===== src/hw/rtl/replacement_selection_runs_assert.svh =====
// Assertion macros shared by the RTL of the replacement selection block.
`ifndef REPLACEMENT_SELECTION_RUNS_ASSERT_SVH
`define REPLACEMENT_SELECTION_RUNS_ASSERT_SVH

// A condition that holds at every clock edge outside reset.
`define RSR_ASSERT_ALWAYS(label, clk, rst_n, cond, msg) \
    label: assert property (@(posedge clk) disable iff (!rst_n) (cond)) else $error(msg);

// A condition that holds in the same cycle as its trigger.
`define RSR_ASSERT_IMPLY(label, clk, rst_n, ante, cons, msg) \
    label: assert property (@(posedge clk) disable iff (!rst_n) (ante) |-> (cons)) \
        else $error(msg);

// A condition that holds in the cycle after its trigger.
`define RSR_ASSERT_NEXT(label, clk, rst_n, ante, cons, msg) \
    label: assert property (@(posedge clk) disable iff (!rst_n) (ante) |=> (cons)) \
        else $error(msg);

`endif


===== src/hw/rtl/rsr_pkg.sv =====
`timescale 1ns / 1ps

package rsr_pkg;

    localparam int SLOTS  = 8;
    localparam int SLOT_W = (SLOTS > 1) ? $clog2(SLOTS) : 1;
    localparam int FILL_W = $clog2(SLOTS + 1);

    localparam int KEY_W  = 16;
    localparam int PAY_W  = 32;
    localparam int TAPE_W = 6;
    localparam int REC_W  = KEY_W + PAY_W;

    localparam int IN_DATA_W  = 48;
    localparam int OUT_DATA_W = 56;

    localparam logic [TAPE_W-1:0] TAPE_COUNT_RESET = 6'd20;

    localparam logic ACT_INSERT = 1'b0;
    localparam logic ACT_FLUSH  = 1'b1;

    typedef enum logic [4:0] {
        S_IDLE  = 5'b00001,
        S_CHECK = 5'b00010,
        S_SCAN  = 5'b00100,
        S_LAST  = 5'b01000,
        S_EMIT  = 5'b10000
    } t_state;

endpackage


===== src/hw/rtl/replacement_selection_runs.sv =====
`timescale 1ns / 1ps
// Channel   Dir  Fields (tdata / tuser / tlast, lowest bit first)
// s_axis    in   tdata: key[15:0], payload[47:16]; tuser: action
// m_axis    out  tdata: out_key[15:0], out_payload[47:16], tape[53:48], zero[55:54];
//                tuser: run_end; tlast: last_of_item
// cfg       in   i_cfg_data: tape_count (always ready)
//
// An insert that only fills the store leaves the block idle. Any other insert passes through
// accept, run check, a read of every slot of the slot memory, compare of the last read, emission.
// A flush is accepted, then each stored record passes through run check, scan, compare and
// emission, and the drain ends with the final marker. A run-end marker leaves in the run check
// state and adds no state of its own. The slot memory has a single read port, one entry per cycle.
// Reset is synchronous and active low; the slot memory needs no clearing since valid bits
// guard it. A stalled output only holds the block in the state that wants to emit.
`include "replacement_selection_runs_assert.svh"

module replacement_selection_runs
    import rsr_pkg::*;
(
    input  logic                  i_clk,
    input  logic                  i_rst_n,

    input  logic                  s_axis_tvalid,
    output logic                  s_axis_tready,
    input  logic [IN_DATA_W-1:0]  s_axis_tdata,   // key, payload
    input  logic [0:0]            s_axis_tuser,   // action

    output logic                  m_axis_tvalid,
    input  logic                  m_axis_tready,
    output logic [OUT_DATA_W-1:0] m_axis_tdata,   // out_key, out_payload, tape, zero pad
    output logic [0:0]            m_axis_tuser,   // run_end
    output logic                  m_axis_tlast,

    input  logic                  i_cfg_valid,
    output logic                  o_cfg_ready,
    input  logic [TAPE_W-1:0]     i_cfg_data
);

    t_state              r_state, n_state;
    logic [SLOTS-1:0]    r_valid, r_locked;
    logic [KEY_W-1:0]    r_last_key;
    logic                r_emitted;
    logic [FILL_W-1:0]   r_fill;
    logic [SLOT_W-1:0]   r_free;
    logic [TAPE_W-1:0]   r_tape, r_tape_count;
    logic                r_flush;

    logic [REC_W-1:0]    r_mem [SLOTS];
    logic [SLOT_W-1:0]   r_rd_addr, r_rd_idx;
    logic [REC_W-1:0]    r_rd_data;
    logic                r_rd_vld;

    logic                r_best_found;
    logic [SLOT_W-1:0]   r_best_idx;
    logic [KEY_W-1:0]    r_best_key;
    logic [PAY_W-1:0]    r_best_pay;

    logic                r_out_valid, r_out_run_end, r_out_last;
    logic [KEY_W-1:0]    r_out_key;
    logic [PAY_W-1:0]    r_out_pay;
    logic [TAPE_W-1:0]   r_out_tape;

    logic                w_in_acc, w_in_flush, w_out_free, w_all_locked, w_cand;
    logic                w_load, w_ld_mark, w_ld_last, w_filling;
    logic [KEY_W-1:0]    w_in_key;
    logic [PAY_W-1:0]    w_in_pay;
    logic [SLOT_W-1:0]   w_ins_slot;
    logic [FILL_W-1:0]   w_fill_inc;
    logic [TAPE_W-1:0]   w_tc, w_next_tape;
    logic [TAPE_W:0]     w_tape_inc;

    assign s_axis_tready = (r_state == S_IDLE);
    assign o_cfg_ready   = 1'b1;

    assign w_in_acc   = s_axis_tvalid && s_axis_tready;
    assign w_in_flush = (s_axis_tuser[0] == ACT_FLUSH);
    assign w_in_key   = s_axis_tdata[KEY_W-1:0];
    assign w_in_pay   = s_axis_tdata[REC_W-1:KEY_W];

    assign w_out_free   = !r_out_valid || m_axis_tready;
    assign w_all_locked = (r_valid != '0) && ((r_valid & ~r_locked) == '0);

    assign w_filling  = (r_fill < FILL_W'(SLOTS));
    assign w_ins_slot = w_filling ? r_fill[SLOT_W-1:0] : r_free;
    assign w_fill_inc = r_fill + 1'b1;

    // A tape count of zero behaves as one; a tape beyond the count wraps on its next advance.
    assign w_tc        = (r_tape_count == '0) ? TAPE_W'(1) : r_tape_count;
    assign w_tape_inc  = {1'b0, r_tape} + 1'b1;
    assign w_next_tape = (w_tape_inc >= {1'b0, w_tc}) ? '0 : w_tape_inc[TAPE_W-1:0];

    // Compare stage of the scan: lowest index wins among equal keys.
    assign w_cand = r_rd_vld && r_valid[r_rd_idx] && !r_locked[r_rd_idx]
                    && (!r_best_found || (r_rd_data[KEY_W-1:0] < r_best_key));

    always_comb begin
        n_state   = r_state;
        w_load    = 1'b0;
        w_ld_mark = 1'b0;
        w_ld_last = 1'b0;
        unique case (r_state)
            S_IDLE: begin
                if (w_in_acc) begin
                    if (w_in_flush) begin
                        n_state = S_CHECK;
                    end else if (!(w_filling && (w_fill_inc < FILL_W'(SLOTS)))) begin
                        n_state = S_CHECK;
                    end
                end
            end
            S_CHECK: begin
                if (r_valid == '0) begin
                    // Only a flush reaches an empty store: the final marker.
                    if (w_out_free) begin
                        w_load    = 1'b1;
                        w_ld_mark = 1'b1;
                        w_ld_last = 1'b1;
                        n_state   = S_IDLE;
                    end
                end else if (w_all_locked) begin
                    if (w_out_free) begin
                        w_load    = 1'b1;
                        w_ld_mark = 1'b1;
                        n_state   = S_SCAN;
                    end
                end else begin
                    n_state = S_SCAN;
                end
            end
            S_SCAN: begin
                if (r_rd_addr == SLOT_W'(SLOTS - 1)) begin
                    n_state = S_LAST;
                end
            end
            S_LAST: begin
                n_state = S_EMIT;
            end
            S_EMIT: begin
                if (w_out_free) begin
                    w_load    = 1'b1;
                    w_ld_last = !r_flush;
                    n_state   = r_flush ? S_CHECK : S_IDLE;
                end
            end
            default: begin
                n_state = S_IDLE;
            end
        endcase
    end

    always_ff @(posedge i_clk) begin
        if (!i_rst_n) begin
            r_state      <= S_IDLE;
            r_valid      <= '0;
            r_locked     <= '0;
            r_last_key   <= '0;
            r_emitted    <= 1'b0;
            r_fill       <= '0;
            r_free       <= '0;
            r_tape       <= '0;
            r_tape_count <= TAPE_COUNT_RESET;
            r_flush      <= 1'b0;
            r_rd_addr    <= '0;
            r_rd_vld     <= 1'b0;
            r_best_found <= 1'b0;
            r_best_idx   <= '0;
            r_out_valid  <= 1'b0;
        end else begin
            r_state  <= n_state;
            r_rd_vld <= (r_state == S_SCAN);

            if (i_cfg_valid) begin
                r_tape_count <= i_cfg_data;
            end

            if (r_state == S_IDLE && w_in_acc) begin
                r_flush <= w_in_flush;
                if (!w_in_flush) begin
                    r_valid[w_ins_slot]  <= 1'b1;
                    r_locked[w_ins_slot] <= r_emitted && (w_in_key < r_last_key);
                    if (w_filling) begin
                        r_fill <= w_fill_inc;
                    end
                end
            end

            if (r_state == S_CHECK) begin
                r_rd_addr    <= '0;
                r_best_found <= 1'b0;
                if (w_out_free && w_all_locked) begin
                    r_locked <= '0;
                    r_tape   <= w_next_tape;
                end
                if (w_out_free && r_valid == '0) begin
                    r_fill     <= '0;
                    r_free     <= '0;
                    r_emitted  <= 1'b0;
                    r_last_key <= '0;
                end
            end

            if (r_state == S_SCAN) begin
                r_rd_addr <= r_rd_addr + 1'b1;
            end

            if (w_cand) begin
                r_best_found <= 1'b1;
                r_best_idx   <= r_rd_idx;
            end

            if (r_state == S_EMIT && w_out_free) begin
                r_last_key           <= r_best_key;
                r_emitted            <= 1'b1;
                r_valid[r_best_idx]  <= 1'b0;
                r_locked[r_best_idx] <= 1'b0;
                r_free               <= r_best_idx;
            end

            if (w_load) begin
                r_out_valid <= 1'b1;
            end else if (m_axis_tready) begin
                r_out_valid <= 1'b0;
            end
        end
    end

    // Slot memory: written only on an accepted insert, its read data used only while scanning, which
    // starts after the run check state, so a read never meets a write to the same entry.
    always_ff @(posedge i_clk) begin
        if (r_state == S_IDLE && w_in_acc && !w_in_flush) begin
            r_mem[w_ins_slot] <= {w_in_pay, w_in_key};
        end
        r_rd_data <= r_mem[r_rd_addr];
        r_rd_idx  <= r_rd_addr;
    end

    always_ff @(posedge i_clk) begin
        if (w_cand) begin
            r_best_key <= r_rd_data[KEY_W-1:0];
            r_best_pay <= r_rd_data[REC_W-1:KEY_W];
        end
        if (w_load) begin
            r_out_key     <= w_ld_mark ? '0 : r_best_key;
            r_out_pay     <= w_ld_mark ? '0 : r_best_pay;
            r_out_tape    <= r_tape;
            r_out_run_end <= w_ld_mark;
            r_out_last    <= w_ld_last;
        end
    end

    assign m_axis_tvalid = r_out_valid;
    assign m_axis_tdata  = {2'b00, r_out_tape, r_out_pay, r_out_key};
    assign m_axis_tuser  = r_out_run_end;
    assign m_axis_tlast  = r_out_last;

    `RSR_ASSERT_ALWAYS(a_lock_in_valid, i_clk, i_rst_n, (r_locked & ~r_valid) == '0, "locked slot is not occupied")
    `RSR_ASSERT_ALWAYS(a_fill_bound, i_clk, i_rst_n, r_fill <= FILL_W'(SLOTS), "fill count beyond slot count")
    `RSR_ASSERT_IMPLY(a_emit_found, i_clk, i_rst_n, r_state == S_EMIT, r_best_found, "emission without a candidate")
    `RSR_ASSERT_IMPLY(a_one_free, i_clk, i_rst_n, r_state == S_IDLE && r_fill == FILL_W'(SLOTS), ($countones(r_valid) == SLOTS - 1) && !r_valid[r_free], "full store does not have exactly one free slot")
    `RSR_ASSERT_NEXT(a_flush_check, i_clk, i_rst_n, w_in_acc && w_in_flush, r_state == S_CHECK, "flush transfer did not start a drain")

endmodule

===== config.mk =====
export PLATFORM = sky130hd
export DESIGN_NAME = replacement_selection_runs
export DESIGN_NICKNAME = d
export VERILOG_FILES = /design/src/hw/rtl/rsr_pkg.sv /design/src/hw/rtl/replacement_selection_runs.sv
export VERILOG_INCLUDE_DIRS = /design/src /design/src/hw/rtl
export SDC_FILE = /design/constraint.sdc
export NUM_CORES = 1
export LEC_CHECK = 0
export BUFFER_PORTS_ARGS = -buffer_cell sky130_fd_sc_hd__buf_2
export CORE_MARGIN = 2
export CORE_UTILIZATION = 51
export DETAILED_ROUTE_END_ITERATION = 6
export GPL_TIMING_DRIVEN = 0
export PLACE_DENSITY = 0.68
export SLEW_MARGIN = 15
export SYNTH_ARGS = -nofsm -noshare
export SYNTH_HDL_FRONTEND = slang
export SYNTH_SLANG_ARGS = --single-unit

===== constraint.sdc =====
create_clock -name i_clk -period 6.1 [get_ports i_clk]
set_clock_uncertainty 0.15 [all_clocks]
set_input_delay 0.305 -clock i_clk [delete_from_list [all_inputs] [get_ports i_clk]]
set_output_delay 0.305 -clock i_clk [all_outputs]
set_load 0.005 [all_outputs]

==> results of run 1 <==
[power groups by stage]
| stage | Clock [mW] | Combinational (mW) | Sequential (mW) |
|---|---|---|---|
| floorplan | 0 | 0.293 | 4.79 |
| global placement | 0 | 0.486 | 4.80 |
| detailed placement | 0 | 0.530 | 4.79 |
| CTS | 3.96 | 0.570 | 4.70 |
| global route | 4.11 | 0.618 | 4.71 |
| finish | 3.88 | 0.562 | 4.70 |
[registers in the layout (all words and copies together) (netlist names), 5 cells and up]
signal        count
r_mem           384
r_rd_data        48
r_best_pay       32
r_out_pay        32
r_best_key       16
r_last_key       16
r_out_key        16
r_locked          8
r_valid           8
r_out_tape        6
r_tape            6
r_tape_count      6
r_state           5
[how the worst max path moves through the flow]
stage                             start             to  slack, ns
after floorplan           r_best_key[2]  r_best_key[0]       1.33
after global placement    r_best_key[2]  r_best_idx[1]      -1.85
after detailed placement     r_state[4]   r_out_pay[3]       2.56
after CTS                    r_state[4]  r_out_key[11]       2.57
after global routing         r_state[4]  r_out_key[13]       2.46
final                        r_state[4]  r_out_key[11]       2.61
[timing repair]
item	4_1_cts	5_1_grt
hold endpoints to repair	394	0
resized for setup	0	0
hold buffers	61	0
[final cells by class]
| class | instances | share of cell area, % |
|---|---|---|
| inverter | 45 | 0.635 |
| sequential | 606 | 62.1 |
| tap | 592 | 2.70 |
| timing repair buffer | 200 | 6.13 |
| multi-input combinational | 542 | 19.9 |
| buffer | 50 | 0.827 |
| antenna | 2 | 0.0183 |
| clock inverter | 43 | 2.11 |
| clock buffer | 66 | 5.56 |
[layer usage]
metal  global-route usage, %  vias to the layer above  routed length (um)
met5                       0                        -                   0
met2                    34.9                      328               23400
met4                    6.28                        0                1090
met1                    28.6                     6126               20700
met3                    3.38                       75                2330
li1                        -                     5392                   -
[cells in the final DEF, fill, tap and decap left out, types with 5 or more instances in the layout]
cell and instances:
sky130_fd_sc_hd__buf_16 10, sky130_fd_sc_hd__inv_1 42, sky130_fd_sc_hd__a21o_1 10, sky130_fd_sc_hd__a22o_1 15, sky130_fd_sc_hd__a21oi_1 24, sky130_fd_sc_hd__bufinv_16 12
sky130_fd_sc_hd__mux2_2 48, sky130_fd_sc_hd__buf_12 7, sky130_fd_sc_hd__and3_1 5, sky130_fd_sc_hd__or3_1 6, sky130_fd_sc_hd__dlygate4sd3_1 61, sky130_fd_sc_hd__nand2_1 34
sky130_fd_sc_hd__nand3_1 24, sky130_fd_sc_hd__nand2b_1 16, sky130_fd_sc_hd__mux4_2 97, sky130_fd_sc_hd__a211oi_1 6, sky130_fd_sc_hd__clkbuf_1 31, sky130_fd_sc_hd__ha_1 40
sky130_fd_sc_hd__nand4_1 5, sky130_fd_sc_hd__nand4b_1 5, sky130_fd_sc_hd__nor3_1 9, sky130_fd_sc_hd__clkinv_1 6, sky130_fd_sc_hd__clkinvlp_4 9, sky130_fd_sc_hd__clkbuf_16 58
sky130_fd_sc_hd__edfxtp_1 488, sky130_fd_sc_hd__o21a_1 11, sky130_fd_sc_hd__o21ai_0 21, sky130_fd_sc_hd__clkinv_2 10, sky130_fd_sc_hd__mux2i_1 12, sky130_fd_sc_hd__nor2b_1 35
sky130_fd_sc_hd__a22oi_1 5, sky130_fd_sc_hd__buf_1 5, sky130_fd_sc_hd__nor2_4 6, sky130_fd_sc_hd__o211ai_1 5, sky130_fd_sc_hd__buf_6 6, sky130_fd_sc_hd__nor2_1 51
sky130_fd_sc_hd__buf_2 129, sky130_fd_sc_hd__dfxtp_1 118
[cell families (layout without fill, tap and decap cells)]
| logic type | Yosys count | in the layout |
|---|---|---|
| other | 2 | 5 |
| AOI/OAI and AO/OA | 112 | 112 |
| DFF | 606 | 606 |
| and+or+nand+nor | 223 | 223 |
| adders and majority gates | 40 | 40 |
| muxes | 157 | 157 |
| buffers and inverters | 95 | 404 |
| xor gates and xnor gates | 7 | 7 |
[through the flow]
stage	total power [mW]	cells	setup WS [ns]	util (%)	TNS [ns]
3_5_place_dp	5.32	1974	2.56	55.9	0
6_report	9.15	2146	2.61	62.1	0
5_1_grt	9.44	2146	2.46	62.1	0
2_1_floorplan	5.08	1243	1.33	-	0
3_3_place_gp	5.29	1951	-1.85	54.7	-190.31
4_1_cts	9.23	2144	2.57	62.1	0
[worst max-delay path, cell delays in order (launching register included)]
cell and delay, ns:
sky130_fd_sc_hd__dfxtp_1 0.29, sky130_fd_sc_hd__buf_2 0.16, sky130_fd_sc_hd__nor4_2 0.36, sky130_fd_sc_hd__and2_1 0.25
sky130_fd_sc_hd__nand2_1 0.11, sky130_fd_sc_hd__nor3_2 0.62, sky130_fd_sc_hd__buf_2 0.41, sky130_fd_sc_hd__nand2b_4 0.52
sky130_fd_sc_hd__buf_12 0.28
==> reports/qor.yml, run 1 <==
maxCapViolCount: 0
crit_fanout: 32
timing_worst_slew_pin_value_ns: 1.21
dieArea_sq_um: 46400
number_of_antenna_violations_at_the_first_check_in_global_routing: 2
kind_of_start_point_of_the_critical_path: "register"
timing.fmax_mhz: 286
grt_max_degree: 39
slew_viol_final: 0
cell_area_after_placement_sq_um: 24700
criticalPathCategory: "register to register"
cell_pwr_density_nw_per_um2: 334
synth_top_cell_by_area: "sky130_fd_sc_hd__edfxtp_1"
hold_slack_ns: 0.0324
drc_errors: 0
floorplan.die.width_um: 215
wirelength_um: 47500
die_h_um: 215
synth-main-ff-cell: "sky130_fd_sc_hd__edfxtp_1"
pwr-share-clk_pct: 42.4
syn2layout_area_growth_pct: 20.2
worstReg2RegEnd: "r_out_key[11]"
hold_path.startpoint: "i_cfg_valid"
grtUsageTotal_pct: 20.9
htree_num_levels: 2
post_drt_via_cell_ratio: 5.55
worst_ep_required_time_ns: 6.26
seq_area_frac_synth_pct: 74.7
yosysTopAreaCellShare_pct: 64.3
hold_depth: 3
post_synth_inst_count: 1242
synth_simple_gate_area_share_pct: 5.30
min_period_over_period_pct: 57.3
global_route.overflow_total: 0
port_buffers: 116
detailroute.via_count: 11921
layout.area.seq_sq_um: 17000
synth_top_cells_by_area: "sky130_fd_sc_hd__edfxtp_1 64%, sky130_fd_sc_hd__dfxtp_1 10%, sky130_fd_sc_hd__mux4_2 9.6%"
max-vdd-ir-drop_uv: 230
synth_xor_xnor_area_share_pct: 0.269
cts_tree: "built"
ys_top_cells_by_count: "488 x sky130_fd_sc_hd__edfxtp_1, 118 x sky130_fd_sc_hd__dfxtp_1, 97 x sky130_fd_sc_hd__mux4_2, 57 x sky130_fd_sc_hd__nor2_1, 48 x sky130_fd_sc_hd__mux2_2"
cell_area_after_technology_mapping_sq_um: 22800
synth_adder_area_share_pct: 2.20
async_flop_share_pct: 0
antenna_violating_nets_post_route: 0
filler_cell_count: 3217
grt_pass1_vias: 12317
period_needed_ns: 3.49
rsz0062_at_grt: "no"
synth-warning-count: 0
yosys_register_bits: 606
bufs_on_longest_clock_path: 3
hold_class: "input port to register"
synth.avg_cell_area_sq_um: 18.3
setup_viol: 0
result_of_the_run: "completed"
detailedRoute.firstIterationViolations: 1089
synth.area.mux_share_pct: 12.5
grt_pass1_wl_um: 72600
worst-r2r-setup-slack_ns: 2.61
worst_hold_path.endpoint: "r_tape_count[3]"
row_count: 77
gp_congestion: 0.832
final_cell_area_sq_um: 27400
internal_power_mw: 7.20
remaining_max_slew_budget_at_the_tightest_pin_pct: 18.7
synth.most_common_cell: "sky130_fd_sc_hd__edfxtp_1"
largest_family_of_logic_cells_by_synthesized_area: "multiplexers"
area_inside_the_core_boundary_sq_um: 44100
cts_root_cell: "sky130_fd_sc_hd__clkbuf_16"
floorplan.initialDensity_pct: 51.6
ff2ff_path_depth: 8
finalNetCount: 1603
clk_pin_slew_worst_paths_ns: 0.06
sequentialPowerShare_pct: 51.4
power.switching_mw: 1.95
tritoncts_num_sinks: 606
clock_insertion_delay_worst_skew_ns: 0.63
combPwrFrac_pct: 6.1
avgRoutedWirePerCell_um: 22.1
synth_compound_gate_area_share_pct: 3.31
regToRegStartpoint: "r_state[4]"
io_pins: 121
cts.repair_timing.setup_buffer_count: 0
synth_enable_flop_cells: 488
drt_pass1_iterations: 7
finalHoldViolations: 0
endpoint_kind: "register"
detailed_place_hpwl_um: 29900
final_layout_size_suffix_gt1_share_pct: 27.3
multi_input_comb_area_sq_um: 5450
swShare_pct: 21.3
cts_buffers: 58
ys_types: 62
cellLeakagePower_nw: 9.26
arrival_ns: 3.65
No activity file was read; power rests on OpenSTA's default activity.
==> inputs of run 2 (changes only) <==
Settings changed: PLACE_DENSITY 0.68 to 0.71.
Clock period 6.1 ns to 3.1 ns, I/O delays scaled along.
==> run 2 against run 1 <==
  * Final area up 0.87%
  * Clock power up 100%
  * First-iteration DRC count is 1.0% higher
  * Via count rose by 1.7%
  * Global-route usage grew 0.68 points
  * Sequential power is 97% higher
  * Flip-flop and latch count unchanged
  * Combinational power is 110% higher
  * Critical path depth fell by 2
  * Largest power group unchanged
==> reports/qor.yml, run 2 (synthesized netlist as in run 1, its figures left out) <==
grt_max_degree: 37  # -5.1%
dieArea_sq_um: 46400  # unchanged
remaining_max_slew_budget_at_the_tightest_pin_pct: 25.2  # +6.5 points
worst_ep_required_time_ns: 3.26  # -3.00 ns
final_cell_area_sq_um: 27600  # +0.87%
crit_fanout: 21  # -34%
highest_utilization_routing_layer_at_the_global_route_stage: "met2"
cell_pwr_density_nw_per_um2: 659  # +97%
worstReg2RegEnd: "r_mem[5][0]"
io_pins: 121  # unchanged
number_of_antenna_violations_at_the_first_check_in_global_routing: 2  # unchanged
slew_viol_final: 0  # unchanged
syn2layout_area_growth_pct: 21.2
gp_congestion: 0.841  # +1.1%
detailroute.via_count: 12129  # +1.7%
endpoint_kind: "register"
floorplan.die.width_um: 215  # unchanged
grt_pass1_wl_um: 74800  # +2.9%
final_common_cell: "sky130_fd_sc_hd__edfxtp_1"
sequentialPowerShare_pct: 50.8  # -0.6 points
cts_tree: "built"
worst-r2r-setup-slack_ns: 0.08  # -2.52 ns
criticalPathCategory: "register to register"
antenna_violating_nets_post_route: 0  # unchanged
drc_errors: 0  # unchanged
ff2ff_path_depth: 6  # -2
max-vdd-ir-drop_uv: 445  # +94%
global_route.overflow_total: 0  # unchanged
totalPowerFinal_mw: 18.2  # +99%
final_layout_size_suffix_gt1_share_pct: 27.8  # +0.49 points
drt_pass1_iterations: 7  # unchanged
swShare_pct: 21.2  # -0.12 points
grt_pass1_vias: 12504  # +1.5%
hold_path.startpoint: "m_axis_tready"
number_of_flip_flops_under_the_largest_register_name: 384  # unchanged
grtUsageMet2_pct: 35.8  # +0.91 points
detailedRoute.firstIterationViolations: 1100  # +1.0%
area_inside_the_core_boundary_sq_um: 44100  # unchanged
arrival_ns: 3.18  # -0.47 ns
largest-register: "r_mem"
power.switching_mw: 3.85  # +98%
internal_power_mw: 14.4  # +99%
finalHoldViolations: 0  # unchanged
bufs_on_longest_clock_path: 3  # unchanged
port_buffers: 116  # unchanged
pwr-share-clk_pct: 42.8  # +0.4 points
most-common-layout-cells: "488 x sky130_fd_sc_hd__edfxtp_1, 128 x sky130_fd_sc_hd__buf_2, 118 x sky130_fd_sc_hd__dfxtp_1"
cts_buffers: 59  # +1.7%
wirelength_um: 49600  # +4.3%
hold_class: "input port to register"
finalNetCount: 1617  # +0.87%
detailed_place_hpwl_um: 30300  # +1.3%
htree_num_levels: 2  # unchanged
regToRegStartpoint: "r_state[2]"
clk_pin_slew_worst_paths_ns: 0.07  # about the same
timing_worst_slew_pin_value_ns: 1.12  # -0.0975 ns
row_count: 77  # unchanged
period_needed_ns: 3.02  # -0.478 ns
cellLeakagePower_nw: 9.41  # +1.6%
stdcell_count: 2161  # +0.70%
grtUsageMet1_pct: 29.3  # +0.72 points
avgRoutedWirePerCell_um: 22.9  # +3.6%
min_period_over_period_pct: 97.3  # +40 points
cts_root_cell: "sky130_fd_sc_hd__clkbuf_16"
floorplan.initialDensity_pct: 51.6  # unchanged
reg.largest.list: "r_mem (384), r_rd_data (48)"
setup_viol: 0  # unchanged
numPlacedInstances: 1975  # +0.051%
post_drt_via_cell_ratio: 5.61  # +1.0%
die_h_um: 215  # unchanged
tritoncts_num_sinks: 606  # unchanged
kind_of_start_point_of_the_critical_path: "register"
grtUsageTotal_pct: 21.6  # +0.68 points
cell_area_after_placement_sq_um: 24700  # about the same
totalNegativeSetupSlack_ns: 0  # unchanged
timing.fmax_mhz: 332  # +16%
clock_insertion_delay_worst_skew_ns: 0.64  # about the same
result_of_the_run: "completed"
worst_hold_path.endpoint: "m_axis_tvalid"
global_route_track_usage_on_met3_pct: 3.69  # +0.31 points
maxCapViolCount: 0  # unchanged
combPwrFrac_pct: 6.4  # +0.3 points
hold_depth: 4  # +1
[run 2: cell types whose count changed in the layout (fill, tap and decap cells not counted), moves of 2 or more]
cell                            before  now
sky130_fd_sc_hd__clkbuf_2            0    4
sky130_fd_sc_hd__clkinv_4            3    1
sky130_fd_sc_hd__clkinvlp_4          9    1
sky130_fd_sc_hd__buf_4               4    8
sky130_fd_sc_hd__clkbuf_16          58   61
sky130_fd_sc_hd__clkinv_1            6    4
sky130_fd_sc_hd__buf_12              7   10
sky130_fd_sc_hd__clkinv_2           10   12
sky130_fd_sc_hd__dlygate4sd3_1      61   66
sky130_fd_sc_hd__inv_6               2    5
sky130_fd_sc_hd__clkbuf_8            4    7
[run 2: through the flow]
stage | setup slack [ns] | hold slack (ns) | utilization [%]
after floorplan | -0.364 | 0.104 | -
after global placement | -2.20 | 0.214 | 54.8
after detailed placement | -0.433 | 0.223 | 56.0
after CTS | 0.0420 | 0.0581 | 62.5
after global routing | -0.00282 | 0.183 | 62.6
final | 0.0840 | 0.103 | 62.6
[run 2: worst max path at each step]
stage / start / endpoint / slack (ns) / depth (start not counted)
after CTS: r_state[4] / r_out_key[9] / 0.04 / 8
after global placement: r_best_key[2] / r_best_pay[19] / -2.20 / 7
final: r_state[2] / r_mem[5][0] / 0.08 / 6
after floorplan: r_best_key[2] / r_best_key[0] / -0.36 / 7
after global routing: r_best_key[2] / r_best_pay[15] / -0.003 / 10
after detailed placement: r_state[4] / r_out_pay[8] / -0.43 / 8
[run 2: critical path, stage by stage (launching register included)]
cell	delay [ns]
sky130_fd_sc_hd__dfxtp_1	0.31
sky130_fd_sc_hd__buf_4	0.16
sky130_fd_sc_hd__or3_4	0.40
sky130_fd_sc_hd__nor4_4	0.40
sky130_fd_sc_hd__nand2b_2	0.24
sky130_fd_sc_hd__nor2_4	0.72
sky130_fd_sc_hd__buf_12	0.28
[run 2: power by group through the flow]
stage / Combinational [mW] / Clock, mW / Sequential [mW]
2_1_floorplan: 0.589 / 0 / 9.41
3_3_place_gp: 0.970 / 0 / 9.43
3_5_place_dp: 1.05 / 0 / 9.43
4_1_cts: 1.16 / 7.91 / 9.26
5_1_grt: 1.28 / 8.21 / 9.28
6_report: 1.17 / 7.79 / 9.26
[run 2: area by class of cell]
class | count | area [sq um]
clock buffer | 77 | 1660
antenna | 1 | 2.50
multi-input combinational | 543 | 5470
timing repair buffer | 212 | 1820
fill | 3154 | 16500
buffer | 50 | 240
sequential | 606 | 17000
tap | 592 | 741
inverter | 45 | 174
clock inverter | 35 | 508
[run 2: repair_timing]
| item | in CTS | in global routing |
|---|---|---|
| endpoints found under the setup margin | 74 | 75 |
| pin swaps | 0 | 3 |
| setup buffers | 2 | 4 |
| hold buffers | 66 | 0 |
| hold endpoints to repair | 409 | 0 |
| gates cloned | 1 | 0 |
| resized for setup | 5 | 4 |
[run 2: routing by layer]
metal	vias to the layer above	share of wire, %	wire length (um)
met4	2	2.2	1110
li1	5414	-	-
met1	6265	42	21000
met2	382	50	24700
met3	66	5.6	2800
met5	-	0.026	13
==> inputs of run 3 (changes only) <==
Settings changed: CORE_ASPECT_RATIO from default to 1.4, CORE_MARGIN 2 to 1.5, CORE_UTILIZATION 51 to 52, PLACE_DENSITY 0.71 to 0.72.
==> run 3 against run 2 <==
  * Die area shrank 2.8%
  * Register-to-register slack about the same
  * Clock-buffer cell count fell by 7
  * Total power is 7.5% lower
  * Critical endpoint is now r_rd_data[44]
==> reports/qor.yml, run 3 (synthesized netlist as in run 1, its figures left out) <==
final_layout_size_suffix_gt1_share_pct: 26.5  # -1.3 points
stdcell_count: 2106  # -2.5%
totalPowerFinal_mw: 16.8  # -7.5%
post_drt_via_cell_ratio: 5.66  # +0.85%
criticalPathCategory: "register to register"
slew_viol_final: 0  # unchanged
finalNetCount: 1611  # -0.37%
crit_fanout: 10  # -52%
wirelength_um: 47200  # -4.7%
final_cell_area_sq_um: 27000  # -2.2%
cts_buffers: 53  # -10%
detailedRoute.firstIterationViolations: 864  # -21%
number_of_flip_flops_under_the_largest_register_name: 384  # unchanged
floorplan.initialDensity_pct: 52.8  # +1.2 points
gp_congestion: 0.841  # about the same
cell_area_after_placement_sq_um: 24600  # -0.48%
worst_hold_path.endpoint: "m_axis_tvalid"
final_common_cell: "sky130_fd_sc_hd__edfxtp_1"
diodes: 0  # -1
number_of_antenna_violations_at_the_first_check_in_global_routing: 0  # -2
global_route_track_usage_on_met3_pct: 3.18  # -0.51 points
most-common-layout-cells: "488 x sky130_fd_sc_hd__edfxtp_1, 128 x sky130_fd_sc_hd__buf_2, 118 x sky130_fd_sc_hd__dfxtp_1"
grtUsageMet1_pct: 25.9  # -3.4 points
global_route.overflow_total: 0  # unchanged
worst_ep_required_time_ns: 3.41  # +0.15 ns
max-vdd-ir-drop_uv: 420  # -5.7%
grt_pass1_wl_um: 72200  # -3.4%
maxCapViolCount: 0  # unchanged
highest_utilization_routing_layer_at_the_global_route_stage: "met2"
grt_max_degree: 39  # +5.4%
grtUsageTotal_pct: 21.2  # -0.33 points
setup_viol: 0  # unchanged
grt_pass1_vias: 12369  # -1.1%
die_h_um: 251  # +16%
remaining_max_slew_budget_at_the_tightest_pin_pct: 23.7  # -1.5 points
numPlacedInstances: 1934  # -2.1%
tritoncts_num_sinks: 606  # unchanged
clk_pin_slew_worst_paths_ns: 0.07  # about the same
timing.fmax_mhz: 330  # -0.44%
cts_tree: "built"
hold_depth: 4  # unchanged
antenna_violating_nets_post_route: 0  # unchanged
min_period_over_period_pct: 97.7  # +0.43 points
ff2ff_path_depth: 5  # -1
drc_errors: 0  # unchanged
row_count: 90  # +17%
reg.largest.list: "r_mem (384), r_rd_data (48)"
hold_class: "input port to register"
detailed_place_hpwl_um: 29900  # -1.3%
arrival_ns: 3.34  # +0.16 ns
timing_worst_slew_pin_value_ns: 1.14  # +0.0228 ns
worstReg2RegEnd: "r_rd_data[44]"
kind_of_start_point_of_the_critical_path: "register"
detailroute.via_count: 11921  # -1.7%
dieArea_sq_um: 45100  # -2.8%
largest-register: "r_mem"
avgRoutedWirePerCell_um: 22.4  # -2.2%
finalHoldViolations: 0  # unchanged
drt_pass1_iterations: 7  # unchanged
io_pins: 121  # unchanged
area_inside_the_core_boundary_sq_um: 43100  # -2.3%
htree_num_levels: 2  # unchanged
syn2layout_area_growth_pct: 18.5
result_of_the_run: "completed"
cellLeakagePower_nw: 9.13  # -2.9%
hold_path.startpoint: "m_axis_tready"
port_buffers: 116  # unchanged
dp_worst_setup_slack_ns: -0.710  # -0.277 ns
regToRegStartpoint: "r_rd_addr[1]"
worst-r2r-setup-slack_ns: 0.07  # about the same
period_needed_ns: 3.03  # +0.0133 ns
grtUsageMet2_pct: 38.2  # +2.4 points
cts_root_cell: "sky130_fd_sc_hd__clkbuf_16"
cell_pwr_density_nw_per_um2: 623  # -5.4%
rsz0062_at_grt: "no"
final_critical_path_setup_slack_ns: 0.0708  # -0.0133 ns
clock_insertion_delay_worst_skew_ns: 0.58  # -0.06 ns
endpoint_kind: "register"
bufs_on_longest_clock_path: 3  # unchanged
floorplan.die.width_um: 180  # -16%
-- run 3: cell types whose count changed in the layout (fill, tap and decap cells not counted), sizes merged --
cell           before  now
clkbuf            105   98
buf               167  168
clkinvlp            1    4
diode               1    0
clkdlybuf4s15       1    0
inv                49   46
bufinv             11    4
-- run 3: timing repair --
| item | 4_1_cts | 5_1_grt |
|---|---|---|
| gates resized for setup | 2 | 5 |
| endpoints found under the setup margin | 137 | 80 |
| buffers inserted | 2 | 5 |
| gates cloned | 1 | 0 |
| hold buffers | 66 | 0 |
| pin swaps | 4 | 4 |
| endpoints found under the hold margin | 403 | 0 |
-- run 3: final cells by class --
type | count | area [sq um]
Buffer | 50 | 231
Clock buffer | 70 | 1450
Clock inverter | 28 | 250
Fill cell | 2990 | 16100
Inverter | 45 | 174
Multi-Input combinational cell | 543 | 5460
Sequential cell | 606 | 17000
Tap cell | 552 | 691
Timing Repair Buffer | 212 | 1740
-- run 3: layer usage --
metal	routed length, um	part of all wire [%]
met3	2150	4.6
met2	25000	53
met4	1650	3.5
met1	18500	39
met5	0	0
-- run 3: worst max path at each step --
stage	start	to	slack, ns	cells past startpoint
after floorplan	r_best_key[2]	r_best_key[0]	-0.36	7
after global placement	r_best_key[2]	r_best_idx[2]	-2.13	8
after detailed placement	r_state[4]	r_out_pay[17]	-0.71	8
after CTS	r_state[4]	r_out_pay[30]	0.008	8
after global routing	r_rd_addr[1]	r_rd_data[25]	0.0005	5
final	r_rd_addr[1]	r_rd_data[44]	0.07	5
-- run 3: critical path, stage by stage (launching register included) --
cell and delay (ns):
sky130_fd_sc_hd__dfxtp_1 0.36, sky130_fd_sc_hd__clkbuf_1 0.51, sky130_fd_sc_hd__clkbuf_1 0.52, sky130_fd_sc_hd__clkbuf_1 0.65
sky130_fd_sc_hd__mux4_2 0.43, sky130_fd_sc_hd__mux2_2 0.28
-- run 3: power breakdown --
part	leakage, nW	internal [mW]	switching, mW	total (mW)
Combinational	2.93	0.487	0.640	1.13
Clock	0.825	3.63	2.83	6.45
Sequential	5.37	9.14	0.115	9.26
-- run 3: metrics by stage --
| step | hold slack (ns) | TNS (ns) | utilization [%] |
|---|---|---|---|
| finish | 0.117 | 0 | 62.6 |
| floorplan | 0.104 | -18.65 | - |
| global placement | 0.223 | -449.32 | 55.9 |
| detailed placement | 0.218 | -41.32 | 57.0 |
| CTS | 0.0784 | 0 | 62.5 |
| global route | 0.168 | 0 | 62.6 |
